`config.mk`:
```
export PLATFORM = sky130hd
export DESIGN_NAME = skfa_front
export DESIGN_NICKNAME = d
export VERILOG_FILES = /design/src/design/skfa_pkg.sv /design/src/design/skfa_front.sv
export SDC_FILE = /design/constraint.sdc
export NUM_CORES = 1
export LEC_CHECK = 0
export ABC_AREA = 1
export BUFFER_PORTS_ARGS = -buffer_cell sky130_fd_sc_hd__buf_4
export CAP_MARGIN = 20
export CORE_UTILIZATION = 60
export DETAILED_ROUTE_END_ITERATION = 7
export GPL_TIMING_DRIVEN = 0
export PLACE_DENSITY = 0.78
export SYNTH_ARGS = -nofsm -noshare
export SYNTH_HDL_FRONTEND = slang
export SYNTH_SLANG_ARGS = --single-unit
```
`constraint.sdc`:
```
create_clock -name clk -period 14.1 [get_ports clk]
set_input_delay 2.82 -clock clk [delete_from_list [all_inputs] [get_ports clk]]
set_output_delay 2.82 -clock clk [all_outputs]
set_load 0.005 [all_outputs]
```
`src/design/skfa_pkg.sv`:
```
// ----------------------------------------------------------------------------
// skfa_pkg
// Shared types and constants of the sensor Kalman anomaly filter.
// ----------------------------------------------------------------------------
package skfa_pkg;

  localparam int DEFAULT_RING_DEPTH = 256;

  localparam int DIV_NUM_W = 35;
  localparam int DIV_DEN_W = 20;
  localparam int DIV_CNT_W = 6;

  localparam int WSUM_W = 25;

  localparam logic [8:0]  RST_WINDOW_LENGTH   = 9'd256;
  localparam logic [7:0]  RST_SIGMA_THRESHOLD = 8'd40;
  localparam logic [15:0] RST_PROCESS_NOISE   = 16'd655;
  localparam logic [15:0] RST_MEASURE_NOISE   = 16'd6554;
  localparam logic [17:0] RST_COVARIANCE      = 18'd65536;

  typedef enum logic [1:0] {
    CFG_WINDOW_LENGTH   = 2'd0,
    CFG_SIGMA_THRESHOLD = 2'd1,
    CFG_PROCESS_NOISE   = 2'd2,
    CFG_MEASURE_NOISE   = 2'd3
  } cfg_index_t;

  typedef struct packed {
    logic [8:0]  window_length;
    logic [7:0]  sigma_threshold;
    logic [15:0] process_noise;
    logic [15:0] measure_noise;
  } cfg_t;

  typedef struct packed {
    logic signed [15:0] sample;
    logic [30:0]        square;
  } item_t;

  typedef struct packed {
    logic                 start;
    logic [DIV_NUM_W-1:0] num;
    logic [DIV_DEN_W-1:0] den;
  } div_req_t;

  typedef struct packed {
    logic                 valid;
    logic [DIV_NUM_W-1:0] quo;
  } div_rsp_t;

endpackage

```
`src/design/skfa_front.sv`:
```
// ----------------------------------------------------------------------------
// skfa_front
// Accepts samples, squares them and holds them in a two-entry queue.
// ----------------------------------------------------------------------------
module skfa_front (
  input  logic                clk,
  input  logic                rst_n,
  input  logic                in_valid,
  output logic                in_stall,
  input  logic signed [15:0]  in_sample,
  output logic                item_valid,
  output skfa_pkg::item_t     item,
  input  logic                item_pop
);
  import skfa_pkg::*;

  item_t       entry_r [2];
  logic [1:0]  count_r;
  logic        wp_r;
  logic        rp_r;
  logic        push;
  logic        pop;
  logic signed [31:0] square_full;

  assign square_full = in_sample * in_sample;
  assign in_stall    = count_r == 2'd2;
  assign push        = in_valid && !in_stall;
  assign item_valid  = count_r != 2'd0;
  assign pop         = item_pop && item_valid;
  assign item        = entry_r[rp_r];

  always_ff @(posedge clk) begin
    if (!rst_n) begin
      count_r <= '0;
      wp_r    <= 1'b0;
      rp_r    <= 1'b0;
    end else begin
      if (push) begin
        entry_r[wp_r].sample <= in_sample;
        entry_r[wp_r].square <= square_full[30:0];
        wp_r <= !wp_r;
      end
      if (pop) begin
        rp_r <= !rp_r;
      end
      count_r <= count_r + {1'b0, push} - {1'b0, pop};
    end
  end

endmodule

```
-- Yosys cells after proc, flatten, opt, wreduce, memory -nomap -nowiden
Memories as Yosys holds them, arrays and structs flattened. A register that Yosys moved wholly into a read port is not among the register bits.
Cells that the tools add are included.
- bits in registers: 4
- RAM bits: 94
- bits of input ports: 20
- output and inout bits: 49
- word-level logic and storage cells: 19
- memories kept: 1
- memory list (memory ; depth ; width ; read ports ; clocked after memory_dff ; wr ports ; line ; source):
    entry_r ; 2 ; 47 ; 1 ; 1 ; 1 ; skfa_front.sv:17 ; item_t entry_r [2];
- add/subtract/negate cells: 2
- multipliers: 1
- equal/unequal tests: 1
- mux-type cells: 5
- reductions and logical operators: 6
- operators by type and width (kind ; number):
    multiplier 16 x 16 -> 31 bit ; 1
    2-to-1 mux 1 bit ; 5
    logical NOT 1 bit ; 3
    adder 2 x 1 -> 2 bit ; 1
    equality test 2 bit, second input constant ; 1
    logical AND 1 bit ; 2
    nonzero test 2 bit ; 1
    subtractor 2 x 1 -> 2 bit ; 1

-- Logic depth before layout (Yosys ltp)
- word-level depth: 6
- gate-level depth with buffers: 28
- mapped depth without buffers: 26

-- Worst setup path after synthesis
No wires, ideal clock.
- path type: input-to-reg
- from: input port in_sample[1]
- to: memory entry_r[0][30] (netlist bit), data pin
- setup time: 0.257 ns
- arrival time: 7.902 ns
- data required time: 13.843 ns
- slack: 5.941 ns
- stages on the path: 24
- buffers on the path: 2
- cell sequence: clkbuf_1 -> clkbuf_1 -> nand2_1 -> inv_1 -> fa_1 -> inv_1 -> fa_1 -> inv_1 -> fa_1 -> fa_1 -> fa_1 -> inv_1 -> fa_1 -> inv_1 -> ha_1 -> nand2_1 -> inv_1 -> nand3_1 -> nor3_1 -> nand2_1 -> inv_1 -> nor2_1 -> nand2_1 -> nand2_1
- word-level cells in the longest chain between the ends: 1
- ends and longest elaborated chain (item ; line ; source):
    start: declaration ; skfa_front.sv:10 ; input logic signed [15:0] in_sample,
    multiplier 16 x 16 -> 31 bit ; skfa_front.sv:25 ; assign square_full = in_sample * in_sample;
    net square_full[30] ; skfa_front.sv:23 ; logic signed [31:0] square_full;
    end: declaration ; skfa_front.sv:17 ;
The timed path passes the listed nets, and every way through them passes these cells.

-- Worst setup path after layout
- from: input port in_sample[15]
- to: memory entry_r[1][30] (netlist bit), data pin
The elaborated chain is that of the path after synthesis.

==> flow_summary.yaml <==
floorplanning:
  row_count: 53
  pin_count: 69
  start_util_pct: 61.5
  coreArea_mm2: 0.0212
  die_w_um: 149
  die_area_mm2: 0.0223
  die_h_um: 149
layout:
  fin_nets: 1834
  antenna_cells: 0
  drive_gt1_share_pct: 11.2
  seqCellArea_mm2: 0.00280
  fillers: 1662
  multi_input_area_mm2: 0.00841
  stdcell_count: 1776
  syn_to_final_growth_pct: 9.18
critical_path:
  cp.required_ns: 14.22
  cp_max_fo: 10
  rr_startpoint: "count_r[1]"
  rrSetupSlack_ns: 11.97
  regToRegEndpoint: "entry_r[0][16]"
  reg2regPathDepth: 5
  cp-start-kind: "input pin"
  cp.arrival_ns: 9.12
  crit_type: "in2reg"
  critical_path.endpoint_type: "flip-flop"
clock_network:
  numClockSinks: 95
  cts_hold_buf: 0
  numCtsBuffers: 9
  cts_max_level: 3
  path_clk_slew_ns: 0.07
  post_cts.repair.setup_buffers: 0
  clock-root-buffer: "clkbuf_16"
  ctsResizeCount: 0
  clk_path_buf_depth: 2
  clkLatencyLatePin_ns: 0.36
  cts_tree: "yes"
routing:
  wl_met2_um: 14900
  dr.first_iter.drc_count: 555
  wl_met1_um: 11000
  dr_wl_met3_um: 2330
  via_per_inst: 5.26
  vias: 9333
  drtAntennaViolNets: 0
  wire_per_inst_um: 16.5
  drcViolationCount: 0
  top_layer_used: "met4"
  drt-total-wl_um: 29400
  dr.pass1.iters: 5
timing:
  layout_setup_ws_ns: 5.10
  period_share_pct: 63.8
  setup_viol: 0
  finalCriticalPeriod_ns: 9.00
  relSlewSlack_pct: 50.7
  grt_setup_unrepaired: "no"
  finalMaxSlewViolations: 0
  finClkSkew_ns: 0.0141
  fin_tns_setup_ns: 0
  finalHoldViolations: 0
  fmax_mhz: 111
  worstMarginPinSlew_ns: 0.739
logic_synthesis:
  syn_nets: 1754
  synth_most_common_cell: "inv_1"
  synth-simple-area-share_pct: 12.8
  synth_ff_type: "edfxtp_1"
  synth_area_mm2: 0.0130
  synth-seq-area-share_pct: 21.5
  yosysWarnings: 0
  synth_compound_area_share_pct: 2.23
  synth-xor-area-share_pct: 1.68
  syn_area_per_cell_um2: 9.19
  synth_seq_cells: 95
  synth_commonest_cells: "inv_1, nand2_1, fa_1"
  async_flop_share_pct: 0
  synth_top_family_by_area: "adder cells"
  yosysUniqueCellTypes: 37
  synth_top_area_cell: "fa_1"
  yosys-top-cells-area: "fa_1, edfxtp_1, inv_1"
  muxShareOfSynthArea_pct: 3.89
  synth.top_cell.area_share_pct: 35.5
  synthesis.instances: 1416
  synth_fa_ha_area_share_pct: 43.9
  synth_edf_count: 90
global_route:
  grt_usage_pct: 29.1
  antenna_found_initial: 0
  grt_overflow: 0
  grt_pass1_vias: 10300
  grt_pass1_wl_um: 48900
  grt_max_degree: 27
placement:
  io_buffers: 67
  post-place-ws_ns: 4.81
  hpwl_um: 24200
  routabilityCongestion: 0.951
  place_inst: 1760
flow_run:
  drv_cap: 0
status:
  status: "complete, no violations"
hold_path:
  worstHoldStart: "rp_r"
  hold_path_end: "rp_r"
  holdPathStages: 1
  hold_class: "reg2reg"
## cell type report
cell class / count / area share, %
flip-flops and latches: 95 / 19.7
plain buffers: 39 / 1.14
well taps: 275 / 2.42
multi-input cells: 841 / 59.2
clock buffers: 9 / 1.58
repair buffers: 69 / 3.82
clock inverters: 7 / 0.475
inverters: 441 / 11.6
## stage by stage
step           util (%)  instance area (um2)  hold WS [ns]
4_1_cts            67.2                14200         0.461
3_3_place_gp       65.5                13900         0.436
2_1_floorplan         -                13000         0.425
6_report           67.2                14200         0.460
3_5_place_dp       65.8                13900         0.450
5_1_grt            67.2                14200         0.484
## how the worst max path moves through the flow
stage / start / slack (ns) / cells after the start / endpoint
after floorplan: in_sample[1] / 5.94 / 24 / entry_r[0][30]
after global placement: in_sample[15] / 4.92 / 23 / entry_r[0][30]
after detailed placement: in_sample[15] / 4.81 / 23 / entry_r[0][30]
after CTS: in_sample[15] / 5.17 / 23 / entry_r[1][30]
after global routing: in_sample[15] / 4.79 / 23 / entry_r[1][30]
final: in_sample[15] / 5.10 / 23 / entry_r[1][30]
## routing by layer
metal,GRT usage [%],vias to the layer above
met5,0,-
met4,12.3,0
met2,51.5,356
li1,-,4301
met3,6.42,75
met1,34.0,4601
## state kept, by name, summed over array words and instances (netlist names), named ones only
signal   flops
count_r      2
rp_r         1
entry_r     90
wp_r         1
## critical path, stage by stage
cell	delay, ns
buf_4	0.16
clkbuf_1	0.52
buf_1	0.53
nand2_1	0.28
fa_1	0.66
inv_1	0.14
fa_1	0.58
inv_1	0.09
fa_1	0.46
fa_1	0.53
inv_1	0.06
fa_1	0.52
fa_1	0.44
ha_1	0.38
nand2_1	0.09
nor2_1	0.15
nand3_1	0.16
nor3_1	0.16
nand2_1	0.14
inv_1	0.07
nor2_1	0.04
nand2_1	0.06
nand2_1	0.06
## cells in the final DEF, fill, tap and decap left out, drive strengths merged, types with 4 or more instances in the layout
cell type / instances
a21oi: 30
buf: 78
clkbuf: 39
clkinv: 4
dfxtp: 5
edfxtp: 90
fa: 231
ha: 87
inv: 443
mux2: 45
nand2: 286
nand3: 33
nand4: 14
nor2: 52
nor3: 6
o21ai: 15
o21bai: 5
or2: 4
xnor2: 5
xor2: 20
## cell families (layout without fill, tap and decap cells)
kind of cell	count (synthesis)	in the layout
xor gates and xnor gates	25	25
and+or+nand+nor	399	399
other	1	1
DFF	95	95
AOI/OAI and AO/OA	53	53
adders and majority gates	318	318
buffers and inverters	480	565
muxes	45	45
Power is not shown: default switching activity piles up to over one toggle a cycle in this logic, so the estimate is an artifact.
