## config.mk

```make
export PLATFORM = sky130hd
export DESIGN_NAME = skfa_divider
export DESIGN_NICKNAME = d
export VERILOG_FILES = /design/src/design/skfa_pkg.sv /design/src/design/skfa_divider.sv
export SDC_FILE = /design/constraint.sdc
export NUM_CORES = 1
export LEC_CHECK = 0
export BUFFER_PORTS_ARGS = -buffer_cell sky130_fd_sc_hd__buf_2
export CAP_MARGIN = 20
export CORE_MARGIN = 4
export CORE_UTILIZATION = 50
export DETAILED_ROUTE_END_ITERATION = 6
export PLACE_DENSITY = 0.81
export SYNTH_ARGS = -nofsm -noshare
export SYNTH_HDL_FRONTEND = slang
export SYNTH_SLANG_ARGS = --single-unit
```

## constraint.sdc

```tcl
create_clock -name clk -period 2.5 [get_ports clk]
set_input_delay 0.125 -clock clk [delete_from_list [all_inputs] [get_ports clk]]
set_output_delay 0.125 -clock clk [all_outputs]
set_load 0.05 [all_outputs]
```

## src/design/skfa_pkg.sv

```systemverilog
// ----------------------------------------------------------------------------
// skfa_pkg
// Shared types and constants of the sensor Kalman anomaly filter.
// ----------------------------------------------------------------------------
package skfa_pkg;

  localparam int DEFAULT_RING_DEPTH = 256;

  localparam int DIV_NUM_W = 35;
  localparam int DIV_DEN_W = 20;
  localparam int DIV_CNT_W = 6;

  localparam int WSUM_W = 25;

  localparam logic [8:0]  RST_WINDOW_LENGTH   = 9'd256;
  localparam logic [7:0]  RST_SIGMA_THRESHOLD = 8'd40;
  localparam logic [15:0] RST_PROCESS_NOISE   = 16'd655;
  localparam logic [15:0] RST_MEASURE_NOISE   = 16'd6554;
  localparam logic [17:0] RST_COVARIANCE      = 18'd65536;

  typedef enum logic [1:0] {
    CFG_WINDOW_LENGTH   = 2'd0,
    CFG_SIGMA_THRESHOLD = 2'd1,
    CFG_PROCESS_NOISE   = 2'd2,
    CFG_MEASURE_NOISE   = 2'd3
  } cfg_index_t;

  typedef struct packed {
    logic [8:0]  window_length;
    logic [7:0]  sigma_threshold;
    logic [15:0] process_noise;
    logic [15:0] measure_noise;
  } cfg_t;

  typedef struct packed {
    logic signed [15:0] sample;
    logic [30:0]        square;
  } item_t;

  typedef struct packed {
    logic                 start;
    logic [DIV_NUM_W-1:0] num;
    logic [DIV_DEN_W-1:0] den;
  } div_req_t;

  typedef struct packed {
    logic                 valid;
    logic [DIV_NUM_W-1:0] quo;
  } div_rsp_t;

endpackage

```

## src/design/skfa_divider.sv

```systemverilog
// ----------------------------------------------------------------------------
// skfa_divider
// Restoring unsigned divider, one quotient bit per cycle.
// ----------------------------------------------------------------------------
module skfa_divider (
  input  logic                clk,
  input  logic                rst_n,
  input  skfa_pkg::div_req_t  req,
  output skfa_pkg::div_rsp_t  rsp
);
  import skfa_pkg::*;

  logic                 busy_r;
  logic                 done_r;
  logic [DIV_CNT_W-1:0] cnt_r;
  logic [DIV_DEN_W-1:0] rem_r;
  logic [DIV_NUM_W-1:0] quo_r;
  logic [DIV_DEN_W-1:0] den_r;

  logic [DIV_DEN_W:0]   trial;
  logic [DIV_DEN_W:0]   diff;
  logic                 ge;

  assign trial = {rem_r, quo_r[DIV_NUM_W-1]};
  assign diff  = trial - {1'b0, den_r};
  assign ge    = trial >= {1'b0, den_r};

  always_ff @(posedge clk) begin
    if (!rst_n) begin
      busy_r <= 1'b0;
      done_r <= 1'b0;
      cnt_r  <= '0;
    end else if (req.start) begin
      busy_r <= 1'b1;
      done_r <= 1'b0;
      cnt_r  <= DIV_CNT_W'(DIV_NUM_W);
      rem_r  <= '0;
      quo_r  <= req.num;
      den_r  <= req.den;
    end else if (busy_r) begin
      rem_r <= ge ? diff[DIV_DEN_W-1:0] : trial[DIV_DEN_W-1:0];
      quo_r <= {quo_r[DIV_NUM_W-2:0], ge};
      cnt_r <= cnt_r - 1'b1;
      if (cnt_r == DIV_CNT_W'(1)) begin
        busy_r <= 1'b0;
        done_r <= 1'b1;
      end
    end
  end

  assign rsp.valid = done_r;
  assign rsp.quo   = quo_r;

endmodule

```

# Word level (Yosys, flattened, before mapping)
# Index checks and enable logic that the tools add are counted.
dict set report totals {
  register_bits 83
  elab_cells 26
  output_inout_bits 36
  input_bits 58
}
dict set report op_classes {
  addsub 2
  magnitude_cmp 1
  n_reduce_logical 5
  n_eq_ne 1
  n_bitwise 1
  mux 9
}
# operator n
set op_table {}
lappend op_table {{two-way mux 35 bit} 2}
lappend op_table {{two-way mux 20 bit} 2}
lappend op_table {{>= comparator 21 x 20 -> 1 bit} 1}
lappend op_table {{subtractor 20 bit} 1}
lappend op_table {{two-way mux 6 bit} 2}
lappend op_table {{== test 6 x 1 -> 1 bit, second input constant} 1}
lappend op_table {{AND reduction 2 bit} 3}
lappend op_table {{subtractor 6 x 1 -> 6 bit, second input constant} 1}
lappend op_table {{two-way mux 1 bit} 3}
lappend op_table {{nonzero test 2 bit} 1}
lappend op_table {{OR reduction 2 bit} 1}
lappend op_table {{inverter 1 bit} 1}

# Longest topological paths before layout
dict set report depth {
  ltp_word 4
  ltp_mapped 12
  mapped_depth_nobuf 10
}

# Least setup slack after synthesis
# Ideal clock, no wire load.
dict set report synth_timing {
  kind {register to register}
  startpoint {register quo_r[34]}
  endpoint {register rem_r[19] (data pin)}
  setup_ns 0.261
  arrival_time_ns 2.325
  t_required_ns 2.239
  setup_slack_ns -0.086
  period_less_slack_ns 2.586
  path_stages_with_launch 10
  n_path_buf 1
  path_cell_list {edfxtp_1 > inv_1 > ha_1 > nor2b_1 > o2111ai_2 > a31oi_1 > o311ai_1 > and2_4 > buf_6 > a311o_1}
}
dict set report synth_between {
  elab_chain_cells 3
  elab_cells_between_ends 4
  classes_between {1 x add/sub; 1 x order compare; 2 x mux}
}
# item line
set synth_lines {}
lappend synth_lines {{start, declared} skfa_divider.sv:17} ;# logic [DIV_NUM_W-1:0] quo_r;
lappend synth_lines {{start signal, assigned} skfa_divider.sv:38} ;# quo_r <= req.num;
lappend synth_lines {{start signal, assigned} skfa_divider.sv:42} ;# quo_r <= {quo_r[DIV_NUM_W-2:0], ge};
lappend synth_lines {{subtractor 20 bit / >= comparator 21 x 20 -> 1 bit (equally long branches)} {skfa_divider.sv:25, skfa_divider.sv:26}}
lappend synth_lines {{two-way mux 20 bit *} skfa_divider.sv:41} ;# rem_r <= ge ? diff[DIV_DEN_W-1:0] : trial[DIV_DEN_W-1:0];
lappend synth_lines {{two-way mux 20 bit *} skfa_divider.sv:40} ;# end else if (busy_r) begin
lappend synth_lines {{end signal, assigned} skfa_divider.sv:41}
lappend synth_lines {{end, declared} skfa_divider.sv:16} ;# logic [DIV_DEN_W-1:0] rem_r;
# Mark *: on every way between the ends. The rest lies on a longest branch, timed or not. The select of a mux whose other input is x is not followed.
# A chain may end at the register's enable or synchronous reset.

# Worst setup path in the final report
dict set report layout_timing {
  startpoint {register rem_r[11]}
  endpoint {register rem_r[13] (data pin)}
}
dict set report layout_between {
  elab_chain_cells 3
  elab_cells_between_ends 4
  classes_between {1 x add/sub; 1 x order compare; 2 x mux}
}
# item line
set layout_lines {}
lappend layout_lines {{subtractor 20 bit / >= comparator 21 x 20 -> 1 bit (equally long branches)} {skfa_divider.sv:25, skfa_divider.sv:26}}
lappend layout_lines {{two-way mux 20 bit *} skfa_divider.sv:41}
lappend layout_lines {{two-way mux 20 bit *} skfa_divider.sv:40}
# Marks and branches as above.

==> flow_metrics.env <==
export IMPL_port_buffers=93
export IMPL_timing_slew_headroom=0.640
export IMPL_period_minus_slack_ps=2430
export IMPL_routedWlPerCell_um=16.1
export IMPL_highest_layer="met4"
export IMPL_layout_cells_non_filler=640
export IMPL_total_power_uw=3820
export IMPL_vias=3588
export IMPL_dieWidth_um=103
export IMPL_drive_gt1_frac=0.363
export IMPL_tightestPinTransition_ps=541
export IMPL_yosys_area_top_type="edfxtp_1"
export IMPL_htreeDepth=3
export IMPL_ctsLongestPathBuffers=2
export IMPL_wirelength_mm=10.3
export IMPL_grt_antenna_before_repair=0
export IMPL_ff2ff_path_depth=9
export IMPL_grt_pass1_vias=3583
export IMPL_power_density_nw_per_um2=663
export IMPL_cts_sinks=83
export IMPL_grtUsageTotal=0.202
export IMPL_dr_wl_met3_um=960
export IMPL_async_flop_share=0
export IMPL_synthesis_instances=397
export IMPL_post_place_cells=599
export IMPL_hold_end="quo_r[11]$_DFFE_PP_"
export IMPL_syn_nets=478
export IMPL_fmax_mhz=411
export IMPL_cts_root_buf="clkbuf_8"
export IMPL_drtIter0Drc=144
export IMPL_status="completed"
export IMPL_grt_pass1_wl_mm=16.7
export IMPL_period_share=0.973
export IMPL_reg2reg_from="rem_r[11]$_SDFFCE_PP0P_"
export IMPL_cts_tree="built"
export IMPL_areaGrowthSynthToFinish_pct=26.9
export IMPL_startpoint_type="flop"
export IMPL_yosysWarnings=0
export IMPL_min_path_cells=2
export IMPL_r2r_setup_slack_ps=70
export IMPL_r2r_end="rem_r[13]$_SDFFCE_PP0P_"
export IMPL_path_class="flop to flop"
export IMPL_place_congestion=0.911
export IMPL_fp_dieArea_um2=10700
export IMPL_die_y_um=103
export IMPL_yosysSeqAreaShare=0.531
export IMPL_final_hold_violation_count=0
export IMPL_hp_class="input port to flop"
export IMPL_ys_flop_type="edfxtp_1"
export IMPL_antenna_cells=0
export IMPL_worstHoldStart="req[31]"
export IMPL_yosysMostFrequentCell="edfxtp_1"
export IMPL_drtPass1Iterations=4
export IMPL_wl_met1_mm=4.27
export IMPL_end_kind="flop"
export IMPL_arrival_ps=2610
export IMPL_grt_setup_unrepaired="yes"
export IMPL_wl_met2_mm=5.00
export IMPL_cp_required_ps=2680
export IMPL_numCtsBuffers=9
export IMPL_syn_area_um2=4540
export IMPL_nets=608
export IMPL_placed_cell_area_um2=5210
export IMPL_synth_seq_cells=83
export IMPL_final_cell_area_um2=5760
export IMPL_drcViolationCount=0
export IMPL_insertion_delay_ps=370
export IMPL_fp_row_count=34
export IMPL_clock_skew_ps=11.6
export IMPL_hpwl_mm=7.25
export IMPL_fill_cells=669
export IMPL_clk_pin_slew_worst_paths_ps=110
export IMPL_synth_distinct_cells=60
export IMPL_setup_violations=0
export IMPL_vias_per_cell=5.61
export IMPL_avgSynthCellArea_um2=11.4
export IMPL_io_pins=94
export IMPL_maxCapViolCount=0
export IMPL_initial_core_util=0.518
export IMPL_synth_edf_count=75
export IMPL_core_area_um2=8760
export IMPL_yosys_area_top_type_share=0.496
export IMPL_synth_area_top_cells="edfxtp_1 50%, mux2_2 8.7%, ha_1 6.1%"
export IMPL_grt_overflow_total=0
export IMPL_synth_common_cells="75 x edfxtp_1, 42 x nand2_1, 35 x mux2_2"
export IMPL_leakagePower_uw=0.00235
export IMPL_slew_violations=0
export IMPL_peakVddDrop_mv=0.428
export IMPL_grt_max_degree=56
export IMPL_crit_fanout=18
export IMPL_ant_nets=0
[cells by family after synthesis]
kind of cell | after synthesis | share of synthesized area
buffers and inverters | 44 | 0.0435
adder cells (fa/ha/maj) | 23 | 0.0650
multiplexers | 35 | 0.0868
XOR/XNOR | 19 | 0.0366
AO/OA/AOI/OAI | 86 | 0.124
flip-flops | 83 | 0.531
AND/OR/NAND/NOR | 107 | 0.113
[through the flow]
step           setup TNS, ps  hold slack [ps]  setup WS [ps]   util
2_1_floorplan              0              224          0.746      -
3_3_place_gp               0              303           91.4  0.595
3_5_place_dp               0              303           45.0  0.595
4_1_cts                    0             34.7           18.1  0.641
5_1_grt                 -243             25.0           -111  0.658
6_report                   0             45.5           67.1  0.658
[sequential cells by signal, summed over array words and instances, names as in the netlist]
name,cells
rem_r,20
busy_r,1
cnt_r,6
den_r,20
quo_r,35
done_r,1
[critical path, cell delays in order (launching register included)]
cell and delay, ps:
edfxtp_1 420, ha_2 420, and3_1 230, nand2_1 140, nor3_1 250, a31oi_2 130, nand2_1 140, buf_8 180
nor2_1 70, a211oi_1 260
[area by class of cell]
class	count	area, um2	area share
Sequential cell	83	2410	0.419
Multi-Input combinational cell	270	2050	0.356
Timing Repair Buffer	136	858	0.149
Tap cell	108	135	0.0234
Clock buffer	9	124	0.0215
Inverter	27	101	0.0176
Clock inverter	7	78.8	0.0137
[layout by cell type, fill, tap and decap left out, types with 7 or more instances in the layout]
master,instances
mux2_2,35
nand2_1,42
dlygate4sd3_1,20
nor3_1,8
clkbuf_8,9
dfxtp_1,8
buf_4,21
buf_2,93
nor2_1,21
a21oi_1,25
xnor2_1,12
nand3_1,8
o21ai_0,12
inv_1,25
edfxtp_1,75
ha_1,16
xor2_1,7
[per-layer routing]
| metal | GRT usage | vias to the layer above |
|---|---|---|
| li1 | - | 1730 |
| met1 | 0.249 | 1710 |
| met2 | 0.330 | 135 |
| met3 | 0.0812 | 13 |
| met4 | 0.0558 | 0 |
| met5 | 0 | - |
[worst max path at each step]
stage / start / to / slack, ps / cells after the start
floorplan: quo_r[34]$_DFFE_PP_ / rem_r[19]$_SDFFCE_PP0P_ / 0.7 / 10
global placement: den_r[1]$_DFFE_PP_ / rem_r[19]$_SDFFCE_PP0P_ / 90 / 9
detailed placement: den_r[1]$_DFFE_PP_ / rem_r[19]$_SDFFCE_PP0P_ / 40 / 9
CTS: rem_r[0]$_SDFFCE_PP0P_ / rem_r[19]$_SDFFCE_PP0P_ / 20 / 8
global route: rem_r[11]$_SDFFCE_PP0P_ / rem_r[13]$_SDFFCE_PP0P_ / -110 / 9
finish: rem_r[11]$_SDFFCE_PP0P_ / rem_r[13]$_SDFFCE_PP0P_ / 70 / 9
[what timing repair did]
| item | CTS | global route |
|---|---|---|
| setup endpoints to repair | 0 | 21 |
| hold endpoints to repair | 20 | 0 |
| hold buffers | 20 | 0 |
| resized for setup | 0 | 25 |
| buffers inserted | 0 | 5 |
[power breakdown]
part / switching, uW / total, uW / internal (uW)
sequential: 60.9 / 1710 / 1650
combinational: 647 / 1120 / 469
clock: 590 / 991 / 401
(Power assumes the default switching activity.)
